--- src/rtl/lsm_pkg.sv ---
// Shared types, constants and helpers for the layer stack manager.
// No dependencies; every other file in rtl/ imports this package.
package lsm_pkg;

  // Stack geometry and code layout
  localparam int STACK_DEPTH  = 16;
  localparam int SHIFT_OFFSET = 42;
  localparam int MOVE_OFFSET  = 84;
  localparam int NEXT_CODE    = 34;
  localparam int PREV_CODE    = 33;
  localparam int MAX_LAYERS   = 32;

  localparam int CNT_W   = $clog2(STACK_DEPTH + 1);
  localparam int IDX_W   = $clog2(STACK_DEPTH);
  localparam int DL_W    = 6;
  localparam int LAYER_W = 5;
  localparam int APB_AW  = 3;
  localparam int APB_DW  = 32;

  // Register index, taken from paddr[2]
  localparam logic REG_DEFINED_LAYERS = 1'b0;

  typedef struct packed {
    logic [7:0] key_byte;
    logic       is_mod_layer;
    logic       toggled_on;
  } key_req_t;

  typedef struct packed {
    logic               stack_changed;
    logic               mask_key;
    logic               remap_key;
    logic [LAYER_W-1:0] remap_layer;
    logic [LAYER_W-1:0] stack_depth;
    logic [LAYER_W-1:0] active_layer;
  } layer_result_t;

  typedef enum logic [1:0] {
    ACT_MOVE,
    ACT_STEP,
    ACT_SHIFT,
    ACT_LOCK
  } act_t;

  typedef enum logic [3:0] {
    S_IDLE,
    S_TOP,
    S_PLAN,
    S_SCAN,
    S_RESOLVE,
    S_EVICT,
    S_WRITE,
    S_FINAL,
    S_DONE
  } state_t;

  // Controller -> datapath
  typedef struct packed {
    logic load;
    logic rd_top;
    logic scan_clear;
    logic scan_step;
    logic set_mask;
    logic set_step;
    logic move;
    logic move_zero;
    logic drop;
    logic drop_zero;
    logic write;
    logic finish;
  } lsm_cmd_t;

  // Datapath -> controller
  typedef struct packed {
    act_t act;
    logic on;
    logic move_ok;
    logic step_ok;
    logic push_ok;
    logic zero_ok;
    logic single;
    logic full;
    logic scan_last;
    logic hit;
    logic want_pull;
  } lsm_stat_t;

  // Strip the shift offset from a stack entry
  function automatic logic [7:0] plain_layer(input logic [7:0] v);
    return (v >= 8'(SHIFT_OFFSET)) ? v - 8'(SHIFT_OFFSET) : v;
  endfunction

endpackage

--- src/rtl/lsm_dpath.sv ---
// Datapath of the layer stack manager: stack registers, scan, drop and push.
// Depends on lsm_pkg; driven by lsm_ctrl through lsm_cmd_t.
module lsm_dpath
  import lsm_pkg::*;
(
  input  logic              clk,
  input  logic              rst,
  input  key_req_t          key_req,
  input  logic [DL_W-1:0]   defined_layers,
  input  lsm_cmd_t          cmd,
  output lsm_stat_t         stat,
  output layer_result_t     result
);

  logic [7:0]       stack [STACK_DEPTH];
  logic [CNT_W-1:0] count;
  act_t             act;
  logic             on;
  logic [7:0]       kc;
  logic [7:0]       val;
  logic [7:0]       top;
  logic [7:0]       lk_val;
  logic             lk_found;
  logic [IDX_W-1:0] idx;
  logic [IDX_W-1:0] hit_pos;
  logic             hit;
  logic             mask;
  logic             remap;
  logic             changed;
  logic [LAYER_W-1:0] remap_layer;

  logic [7:0]       kc_in;
  act_t             act_in;
  logic [7:0]       shift_rel;
  logic [IDX_W-1:0] top_addr;
  logic [IDX_W-1:0] rd_addr;
  logic [7:0]       rd_data;
  logic [7:0]       top_plain;
  logic [7:0]       tgt;
  logic [7:0]       move_layer;
  logic [7:0]       dl8;
  logic [IDX_W-1:0] drop_pos;

  // Decode the incoming key
  always_comb begin
    kc_in = key_req.is_mod_layer ? 8'(key_req.key_byte[7:3]) + 8'(SHIFT_OFFSET)
                                 : key_req.key_byte;
    shift_rel = kc_in - 8'(SHIFT_OFFSET);
    if (kc_in >= 8'(MOVE_OFFSET)) begin
      act_in = ACT_MOVE;
    end else if (kc_in >= 8'(SHIFT_OFFSET)) begin
      if (shift_rel == 8'(NEXT_CODE) || shift_rel == 8'(PREV_CODE)) begin
        act_in = ACT_STEP;
      end else begin
        act_in = ACT_SHIFT;
      end
    end else begin
      act_in = ACT_LOCK;
    end
  end

  // One read port over the stack: scan index or top of stack
  always_comb begin
    top_addr   = IDX_W'(count - CNT_W'(1));
    rd_addr    = cmd.scan_step ? idx : top_addr;
    rd_data    = stack[rd_addr];
    top_plain  = plain_layer(top);
    tgt        = (kc == 8'(SHIFT_OFFSET + NEXT_CODE)) ? top_plain + 8'd1 : top_plain - 8'd1;
    move_layer = kc - 8'(MOVE_OFFSET);
    dl8        = 8'(defined_layers);
    drop_pos   = cmd.drop_zero ? '0 : hit_pos;
  end

  always_comb begin
    stat.act       = act;
    stat.on        = on;
    stat.move_ok   = move_layer < dl8;
    stat.step_ok   = tgt < dl8;
    stat.push_ok   = plain_layer(val) < dl8;
    stat.zero_ok   = defined_layers != '0;
    stat.single    = count <= CNT_W'(1);
    stat.full      = count >= CNT_W'(STACK_DEPTH);
    stat.scan_last = (CNT_W'(idx) + CNT_W'(1)) == count;
    stat.hit       = hit;
    stat.want_pull = (act == ACT_SHIFT && !on) ||
                     (act == ACT_LOCK && lk_found && lk_val == kc);
  end

  // Stack entries: move writes the bottom, drop shifts down, push writes at count
  always_ff @(posedge clk) begin
    if (rst) begin
      for (int j = 0; j < STACK_DEPTH; j++) begin
        stack[j] <= 8'd0;
      end
    end else begin
      if (cmd.move) begin
        stack[0] <= cmd.move_zero ? 8'd0 : move_layer;
      end
      if (cmd.drop) begin
        for (int j = 0; j < STACK_DEPTH - 1; j++) begin
          if (IDX_W'(j) >= drop_pos) begin
            stack[j] <= stack[j+1];
          end
        end
      end
      if (cmd.write) begin
        stack[IDX_W'(count)] <= val;
      end
    end
  end

  always_ff @(posedge clk) begin
    if (rst) begin
      count    <= CNT_W'(1);
      act      <= ACT_MOVE;
      on       <= 1'b0;
      hit      <= 1'b0;
      lk_found <= 1'b0;
      idx      <= '0;
      mask     <= 1'b0;
      remap    <= 1'b0;
      changed  <= 1'b0;
    end else begin
      if (cmd.load) begin
        act     <= act_in;
        on      <= key_req.toggled_on;
        mask    <= 1'b0;
        remap   <= 1'b0;
        changed <= 1'b0;
      end
      if (cmd.scan_clear) begin
        idx      <= '0;
        hit      <= 1'b0;
        lk_found <= 1'b0;
      end
      if (cmd.scan_step) begin
        if (rd_data == val && !hit) begin
          hit <= 1'b1;
        end
        if (rd_data < 8'(SHIFT_OFFSET)) begin
          lk_found <= 1'b1;
        end
        idx <= idx + IDX_W'(1);
      end
      if (cmd.set_mask) begin
        mask <= 1'b1;
      end
      if (cmd.set_step) begin
        remap <= 1'b1;
      end
      if (cmd.move) begin
        count   <= CNT_W'(1);
        changed <= 1'b1;
      end
      if (cmd.drop) begin
        count   <= count - CNT_W'(1);
        changed <= 1'b1;
      end
      if (cmd.write) begin
        count   <= count + CNT_W'(1);
        changed <= 1'b1;
      end
    end
  end

  // Payload registers
  always_ff @(posedge clk) begin
    if (cmd.load) begin
      kc          <= kc_in;
      val         <= kc_in;
      remap_layer <= '0;
    end
    if (cmd.set_step) begin
      val         <= tgt + 8'(SHIFT_OFFSET);
      remap_layer <= LAYER_W'(tgt);
    end
    if (cmd.scan_step) begin
      if (rd_data == val && !hit) begin
        hit_pos <= idx;
      end
      if (rd_data < 8'(SHIFT_OFFSET)) begin
        lk_val <= rd_data;
      end
    end
    if (cmd.rd_top) begin
      top <= rd_data;
    end
    if (cmd.finish) begin
      result.stack_changed <= changed;
      result.mask_key      <= mask;
      result.remap_key     <= remap;
      result.remap_layer   <= remap_layer;
      result.stack_depth   <= LAYER_W'(count);
      result.active_layer  <= LAYER_W'(plain_layer(rd_data));
    end
  end

endmodule

--- src/rtl/lsm_ctrl.sv ---
// Controller of the layer stack manager: sequences decode, scan and update.
// Depends on lsm_pkg; commands lsm_dpath, reads its status.
module lsm_ctrl
  import lsm_pkg::*;
(
  input  logic      clk,
  input  logic      rst,
  input  logic      start,
  input  lsm_stat_t stat,
  output lsm_cmd_t  cmd,
  output logic      busy,
  output logic      done
);

  state_t state;
  state_t state_next;

  always_ff @(posedge clk) begin
    if (rst) begin
      state <= S_IDLE;
    end else begin
      state <= state_next;
    end
  end

  // Next state
  always_comb begin
    state_next = state;
    unique case (state)
      S_IDLE: begin
        if (start) state_next = S_TOP;
      end
      S_TOP: state_next = S_PLAN;
      S_PLAN: begin
        state_next = S_FINAL;
        unique case (stat.act)
          ACT_MOVE:  state_next = S_FINAL;
          ACT_STEP:  if (stat.on && stat.step_ok) state_next = S_SCAN;
          ACT_SHIFT: state_next = S_SCAN;
          ACT_LOCK:  if (stat.on) state_next = S_SCAN;
        endcase
      end
      S_SCAN: begin
        if (stat.scan_last) state_next = S_RESOLVE;
      end
      S_RESOLVE: begin
        priority if (stat.want_pull) begin
          state_next = S_FINAL;
        end else if (!stat.push_ok || (stat.act == ACT_SHIFT && stat.hit)) begin
          state_next = S_FINAL;
        end else begin
          state_next = S_EVICT;
        end
      end
      S_EVICT: state_next = S_WRITE;
      S_WRITE: state_next = S_FINAL;
      S_FINAL: state_next = S_DONE;
      S_DONE:  state_next = S_IDLE;
      default: state_next = S_IDLE;
    endcase
  end

  // Outputs
  always_comb begin
    cmd  = '0;
    busy = state != S_IDLE;
    done = state == S_DONE;
    unique case (state)
      S_IDLE: begin
        cmd.load = start;
      end
      S_TOP: begin
        cmd.rd_top = 1'b1;
      end
      S_PLAN: begin
        cmd.scan_clear = 1'b1;
        unique case (stat.act)
          ACT_MOVE:  cmd.move = stat.on && stat.move_ok;
          ACT_STEP: begin
            cmd.set_mask = stat.on && !stat.step_ok;
            cmd.set_step = stat.on && stat.step_ok;
          end
          ACT_SHIFT: cmd.move = 1'b0;
          ACT_LOCK:  cmd.move = 1'b0;
        endcase
      end
      S_SCAN: begin
        cmd.scan_step = 1'b1;
      end
      S_RESOLVE: begin
        priority if (stat.want_pull) begin
          if (stat.hit) begin
            if (stat.single) begin
              cmd.move      = stat.zero_ok;
              cmd.move_zero = 1'b1;
            end else begin
              cmd.drop = 1'b1;
            end
          end
        end else if (stat.push_ok && stat.act != ACT_SHIFT) begin
          cmd.drop = stat.hit;
        end else begin
          cmd.drop = 1'b0;
        end
      end
      S_EVICT: begin
        cmd.drop      = stat.full;
        cmd.drop_zero = 1'b1;
      end
      S_WRITE: begin
        cmd.write = 1'b1;
      end
      S_FINAL: begin
        cmd.finish = 1'b1;
      end
      S_DONE: begin
        cmd.load = 1'b0;
      end
      default: begin
        cmd.load = 1'b0;
      end
    endcase
  end

endmodule

--- src/rtl/layer_stack_manager.sv ---
// Top level of the layer stack manager: APB register, controller, datapath.
// Depends on lsm_pkg, lsm_ctrl and lsm_dpath.
//
// Usage:
//   Raise start with a layer-key request on key_req; the request is taken at
//   the rising edge where start is high and busy is low. busy then stays high
//   until the result has been shown. The result appears on result for exactly
//   one cycle, marked by done; the receiver must take it in that cycle, it
//   cannot stall the block.
//   A request that pushes passes through S_TOP, S_PLAN, a scan of the active
//   layers, S_RESOLVE, S_EVICT, S_WRITE, S_FINAL and S_DONE. A request that
//   only removes a layer, or finds it already active, skips S_EVICT and
//   S_WRITE. A request that needs no stack search (move, released lock or
//   next/previous, masked next/previous) skips the scan and S_RESOLVE as well.
//   The scan reads the stack registers linearly, one entry per cycle. busy
//   falls in the cycle after done, so the block takes no new request until
//   the result of the last one has been shown.
//   defined_layers sits at byte address 0 of the APB port; writes whose low
//   six bits exceed 32 saturate to 32. Write it only while busy is low.
//   Reset (rst, synchronous) leaves one active layer, layer 0, with
//   defined_layers set to 1.
module layer_stack_manager
  import lsm_pkg::*;
(
  input  logic              clk,
  input  logic              rst,
  input  logic              start,
  output logic              busy,
  input  key_req_t          key_req,
  output logic              done,
  output layer_result_t     result,
  input  logic              psel,
  input  logic              penable,
  input  logic              pwrite,
  input  logic [APB_AW-1:0] paddr,
  input  logic [APB_DW-1:0] pwdata,
  output logic [APB_DW-1:0] prdata,
  output logic              pready
);

  logic [DL_W-1:0] defined_layers;
  logic [DL_W-1:0] wr_val;
  logic            reg_wr;
  lsm_cmd_t        cmd;
  lsm_stat_t       stat;

  // Configuration register: zero wait states, saturate writes at MAX_LAYERS
  assign pready = 1'b1;
  assign reg_wr = psel && penable && pwrite && (paddr[2] == REG_DEFINED_LAYERS);
  assign wr_val = (pwdata[DL_W-1:0] > DL_W'(MAX_LAYERS)) ? DL_W'(MAX_LAYERS)
                                                          : pwdata[DL_W-1:0];
  assign prdata = (paddr[2] == REG_DEFINED_LAYERS) ? APB_DW'(defined_layers) : '0;

  always_ff @(posedge clk) begin
    if (rst) begin
      defined_layers <= DL_W'(1);
    end else if (reg_wr) begin
      defined_layers <= wr_val;
    end
  end

  // Sequence each request; the datapath holds the stack and the result
  lsm_ctrl u_ctrl (
    .clk   (clk),
    .rst   (rst),
    .start (start),
    .stat  (stat),
    .cmd   (cmd),
    .busy  (busy),
    .done  (done)
  );

  lsm_dpath u_dpath (
    .clk            (clk),
    .rst            (rst),
    .key_req        (key_req),
    .defined_layers (defined_layers),
    .cmd            (cmd),
    .stat           (stat),
    .result         (result)
  );

  // An accepted request keeps the block busy in the next cycle
  a_accept_busy: assert property (@(posedge clk) disable iff (rst)
    (start && !busy) |=> busy)
    else $error("request accepted but block not busy");

  // A masked key never changes the stack
  a_mask_quiet: assert property (@(posedge clk) disable iff (rst)
    done |-> !(result.mask_key && result.stack_changed))
    else $error("mask_key together with stack_changed");

  // A remap always pushes a layer
  a_remap_push: assert property (@(posedge clk) disable iff (rst)
    (done && result.remap_key) |-> result.stack_changed)
    else $error("remap_key without stack change");

  // The result strobe lasts one cycle
  a_done_pulse: assert property (@(posedge clk) disable iff (rst)
    done |=> !done)
    else $error("done held longer than one cycle");

endmodule

--- config.mk ---
export PLATFORM = sky130hd
export DESIGN_NAME = layer_stack_manager
export DESIGN_NICKNAME = d
export VERILOG_FILES = /design/src/rtl/lsm_pkg.sv /design/src/rtl/lsm_dpath.sv /design/src/rtl/lsm_ctrl.sv /design/src/rtl/layer_stack_manager.sv
export SDC_FILE = /design/constraint.sdc
export NUM_CORES = 1
export LEC_CHECK = 0
export ABC_AREA = 1
export BUFFER_PORTS_ARGS = -buffer_cell sky130_fd_sc_hd__buf_2
export CORE_MARGIN = 2
export CORE_UTILIZATION = 55
export CTS_CLUSTER_DIAMETER = 60
export DETAILED_ROUTE_END_ITERATION = 12
export GPL_TIMING_DRIVEN = 0
export HOLD_SLACK_MARGIN = 0.06
export PLACE_DENSITY_LB_ADDON = 0.12
export SLEW_MARGIN = 15
export SYNTH_ARGS = -nofsm -noshare
export SYNTH_HDL_FRONTEND = slang
export SYNTH_SLANG_ARGS = --single-unit
--- constraint.sdc ---
create_clock -name clk -period 3.7 [get_ports clk]
set_input_delay 0.185 -clock clk [delete_from_list [all_inputs] [get_ports clk]]
set_output_delay 0.185 -clock clk [all_outputs]
set_load 0.02 [all_outputs]
==> summary.txt <==
Hold path
  – Hold Path Origin: start
  – Type of the tightest min-delay check: in2reg

Detailed routing
  – DRT Pass-1 Iters: 6
  – Count of antenna-violating nets left after detailed routing: 0
  – M1 wire length: 17.5 mm
  – Post-DR wirelength/cell: around 22 um
  – Post-detailed-route DRC marker count: 0
  – Vias per cell: around 6
  – Via Count: 12.2k
  – Detailed router's first-iteration violation count: ~1.7k
  – Highest Signal Layer: met4
  – Routed wl met3: around 6.6 mm
  – Met2 wire length: 18.2 mm
  – Routed wire length: 44.2 mm

Synthesis
  – Post-synth EDFFs: 179
  – Share of flip-flops with an asynchronous set or reset: 0
  – Most used flip-flop cell after synthesis: sky130_fd_sc_hd__edfxtp_1
  – Synthesized area: 12800 um^2
  – Syn_area_per_cell: 8.30 um^2
  – Count of unique library cells instantiated by Yosys: 51
  – Count of state elements after synthesis: 214
  – Gate count of the mapped netlist: 1538
  – Synthesis warning total: 0
  – Sequential fraction of the synthesis area: 0.476

Timing
  – Final worst clock skew: 0.0319 ns
  – WHS: 0.0941 ns
  – Final Max Tran Viols: 0
  – Headroom to the max-slew limit: 0.317
  – Fin. Hold Viols: 0
  – Final period demand of the worst path: 3.81 ns
  – RSZ-0062 raised after global routing: yes
  – Final period util: 1.03
  – Setup total negative slack: -2.86 ns
  – Actual slew at the worst max-slew pin: 1.02 ns
  – Maximum operating frequency: about 0.26 GHz
  – Number of setup violations in the final report: 77
  – PnR worst setup slack: -0.113 ns

GRT
  – Global-route congestion overflow total: 0
  – Antenna violations before repair: 0
  – Wire length of the first global-routing pass: 64.1 mm
  – Total global routing track utilization: 0.351
  – Maximum number of pins on one net before global-route repair: 14
  – Via count of the first global-routing pass: 10.8k

Floorplanning
  – Placement Rows: 55
  – Initial Util: 0.562
  – Total I/O pin count: between 100 and 150
  – Area enclosed by the die boundary: approximately 24000 um^2
  – Core outline area: around 23000 um^2
  – Die W: around 160 um
  – Y dimension of the die: 156 um

Status
  – Outcome: finished, violations left
  – Violated checks: negative setup slack

Power
  – Peak VDD IR: 432 uV
  – Reg power frac: 0.306
  – Fraction of power spent switching nets: 0.397
  – Power dissipated by switching net loads: 3.98 mW
  – Cell Pwr Density: 640 nW/um^2
  – Logic pwr share: 0.429
  – Leak: between 6 and 7 nW
  – Internal Pwr Total: 6.05 mW
  – Clock group share of total power: 0.265

Place
  – Dpl cell area: around 13000 um^2
  – Pre-CTS setup slack: -1.20 ns
  – Routability congestion estimate from global placement: approximately 1.0
  – I/O Buffers: 47
  – Half-perimeter wire length after placement: roughly 30 mm

Worst setup path
  – Largest driver fanout on the critical path: 8
  – Cell repeated most along the worst path: sky130_fd_sc_hd__nand2_2
  – Critical Path Slowest Stage Cell: sky130_fd_sc_hd__edfxtp_1
  – Delay of the slowest cell on the worst path: between 0.4 and 0.5 ns
  – Kind of start point of the critical path: flop
  – Beginning of the worst register-to-register path: u_dpath.val[2]
  – Data required time of the critical path: 3.89 ns
  – Worst setup EP type: flop
  – Worst setup startpoint: u_dpath.val[2]
  – Crit Path Category: reg2reg
  – Worst reg-to-reg setup slack: -0.11 ns
  – Arrival time reported for the critical path endpoint: 4.01 ns
  – Worst path cell trace: clkinvlp_4, buf_6, a21oi_4, o21ai_4, o2111ai_4, nand2_1, xor2_1, inv_1, ha_4, a21oi_2, nand2_2, a31oi_4, nand3_1, nand2_1, nand2_2, nand2_2, nand2_4, buf_8, a21oi_4, nor2_4, o21ai_4

Layout
  – Final #Nets: 1807
  – Commonest non-fill, non-tap cells in the layout: sky130_fd_sc_hd__nand2_1 (316), sky130_fd_sc_hd__nand3_1 (199), sky130_fd_sc_hd__inv_1 (188)
  – Inserted Diodes: 0
  – Footprint of the multi-input gates: 6010 um^2
  – Leading cell type in the layout, fill and taps excluded: sky130_fd_sc_hd__nand2_1
  – Layout cells sized above 1: 0.198
  – Final Cell Area: 15700 um^2
  – Filler instances: approximately 1.8k
  – Syn-to-layout area delta: 22.8%
  – Storage element area: just over 6000 um^2

Clocking
  – CTS tree: done
  – Root Driver: sky130_fd_sc_hd__clkbuf_16
  – CTS buffer count: 26
  – CTS H-Tree Depth: 1
  – Clock insertion delay at the later pin of the skew report: 0.56 ns
  – Post-CTS clock slew at the launch and capture registers of the worst setup and hold paths: around 0.06 ns
  – Number of sinks handled by clock tree synthesis: 214
  – Buffer levels on the longest clock path: 3

Run
  – Maximum Capacitance Violations: 0
-- cells in the mapped netlist, types with 3 or more instances --
cell                        count  share of area
sky130_fd_sc_hd__xor2_1        38          0.026
sky130_fd_sc_hd__o211ai_1       8         0.0047
sky130_fd_sc_hd__nand2_2        5         0.0025
sky130_fd_sc_hd__o21ai_0      116          0.045
sky130_fd_sc_hd__nand3_1      210          0.082
sky130_fd_sc_hd__inv_1        204          0.060
sky130_fd_sc_hd__dfxtp_1       35          0.055
sky130_fd_sc_hd__a31oi_1        3         0.0015
sky130_fd_sc_hd__clkbuf_1      24         0.0071
sky130_fd_sc_hd__nand4_1       16         0.0078
sky130_fd_sc_hd__a21oi_1       54          0.021
sky130_fd_sc_hd__nand2_1      334          0.098
sky130_fd_sc_hd__buf_2         17         0.0067
sky130_fd_sc_hd__nor3_1        10         0.0039
sky130_fd_sc_hd__buf_4         33          0.019
sky130_fd_sc_hd__xnor2_1        5         0.0034
sky130_fd_sc_hd__inv_2          8         0.0024
sky130_fd_sc_hd__buf_6          8         0.0071
sky130_fd_sc_hd__edfxtp_1     179           0.42
sky130_fd_sc_hd__nand3b_1      23          0.014
sky130_fd_sc_hd__o22ai_1       33          0.016
sky130_fd_sc_hd__o21ai_1        9         0.0035
sky130_fd_sc_hd__nor2_1        83          0.024
sky130_fd_sc_hd__o2111ai_1      3         0.0021
sky130_fd_sc_hd__nor2_2         9         0.0044
sky130_fd_sc_hd__ha_1          35          0.034
sky130_fd_sc_hd__o21ai_2        3         0.0021
sky130_fd_sc_hd__a22oi_1        3         0.0018
-- registers in the layout, summed over array words and instances (netlist names), 5 cells and up --
signal	flops
u_dpath.kc	8
defined_layers	6
u_dpath.stack	128
u_dpath.remap_layer	5
u_dpath.val	8
u_dpath.top	8
u_dpath.count	5
u_dpath.result	18
u_dpath.lk_val	8
-- critical path: cells and delay by family (launching register included) --
family	cells	cell delay (ns)
XOR/XNOR	1	0.15
adder cells (fa/ha/maj)	1	0.21
AO/OA/AOI/OAI	7	1.20
buffers and inverters	4	0.71
flip-flops	1	0.49
AND/OR/NAND/NOR	8	0.71
-- metal layers --
metal  up-vias  GRT usage
li1       5513          -
met1      5669      0.514
met2       926      0.503
met3       126     0.0886
met4         0      0.128
met5         -          0
-- power by group through the flow --
stage          clock [mW]  sequential (mW)  combinational [mW]
6_report             2.66             3.07                4.30
4_1_cts              2.65             3.06                3.32
5_1_grt              2.74             3.08                4.58
3_5_place_dp            0             3.10                2.95
3_3_place_gp            0             3.09                2.90
2_1_floorplan           0             3.02                2.17
-- cells by family after synthesis --
logic type	after synthesis	share of synthesized area
and+or+nand+nor	700	0.245
buffers and inverters	298	0.104
AOI/OAI and AO/OA	245	0.109
DFF	214	0.476
xor gates and xnor gates	43	0.0295
adders and majority gates	36	0.0359
other	2	0.000588
-- timing repair --
action	CTS	global route
endpoints found under the setup margin	234	237
resized for setup	63	106
buffers inserted	36	32
gates cloned	3	0
hold endpoints to repair	8	0
pin swaps	13	37
hold buffers	12	0
-- worst paths after layout --
check / cells after the start / to
min: 5 / u_ctrl.state[2]
min reg2reg: 0 / u_dpath.result[12]
max reg2reg: 21 / u_dpath.stack[6][1]
max: 21 / u_dpath.stack[6][1]
-- metrics by stage --
| stage | total power [mW] | util | std cells |
|---|---|---|---|
| after floorplan | 5.18 | - | 1563 |
| after global placement | 5.99 | 0.592 | 1895 |
| after detailed placement | 6.04 | 0.593 | 1896 |
| after CTS | 9.03 | 0.662 | 1993 |
| after global routing | 10.4 | 0.690 | 2025 |
| final | 10.0 | 0.690 | 2025 |
-- layout make-up --
cell class / instances / area share
sequential: 214 / 0.388
tap: 285 / 0.0228
multi-input combinational: 1052 / 0.384
timing repair buffer: 130 / 0.0595
clock inverter: 16 / 0.0133
clock buffer: 32 / 0.0430
buffer: 81 / 0.0376
inverter: 215 / 0.0525
No activity file was read; power rests on OpenSTA's default activity.
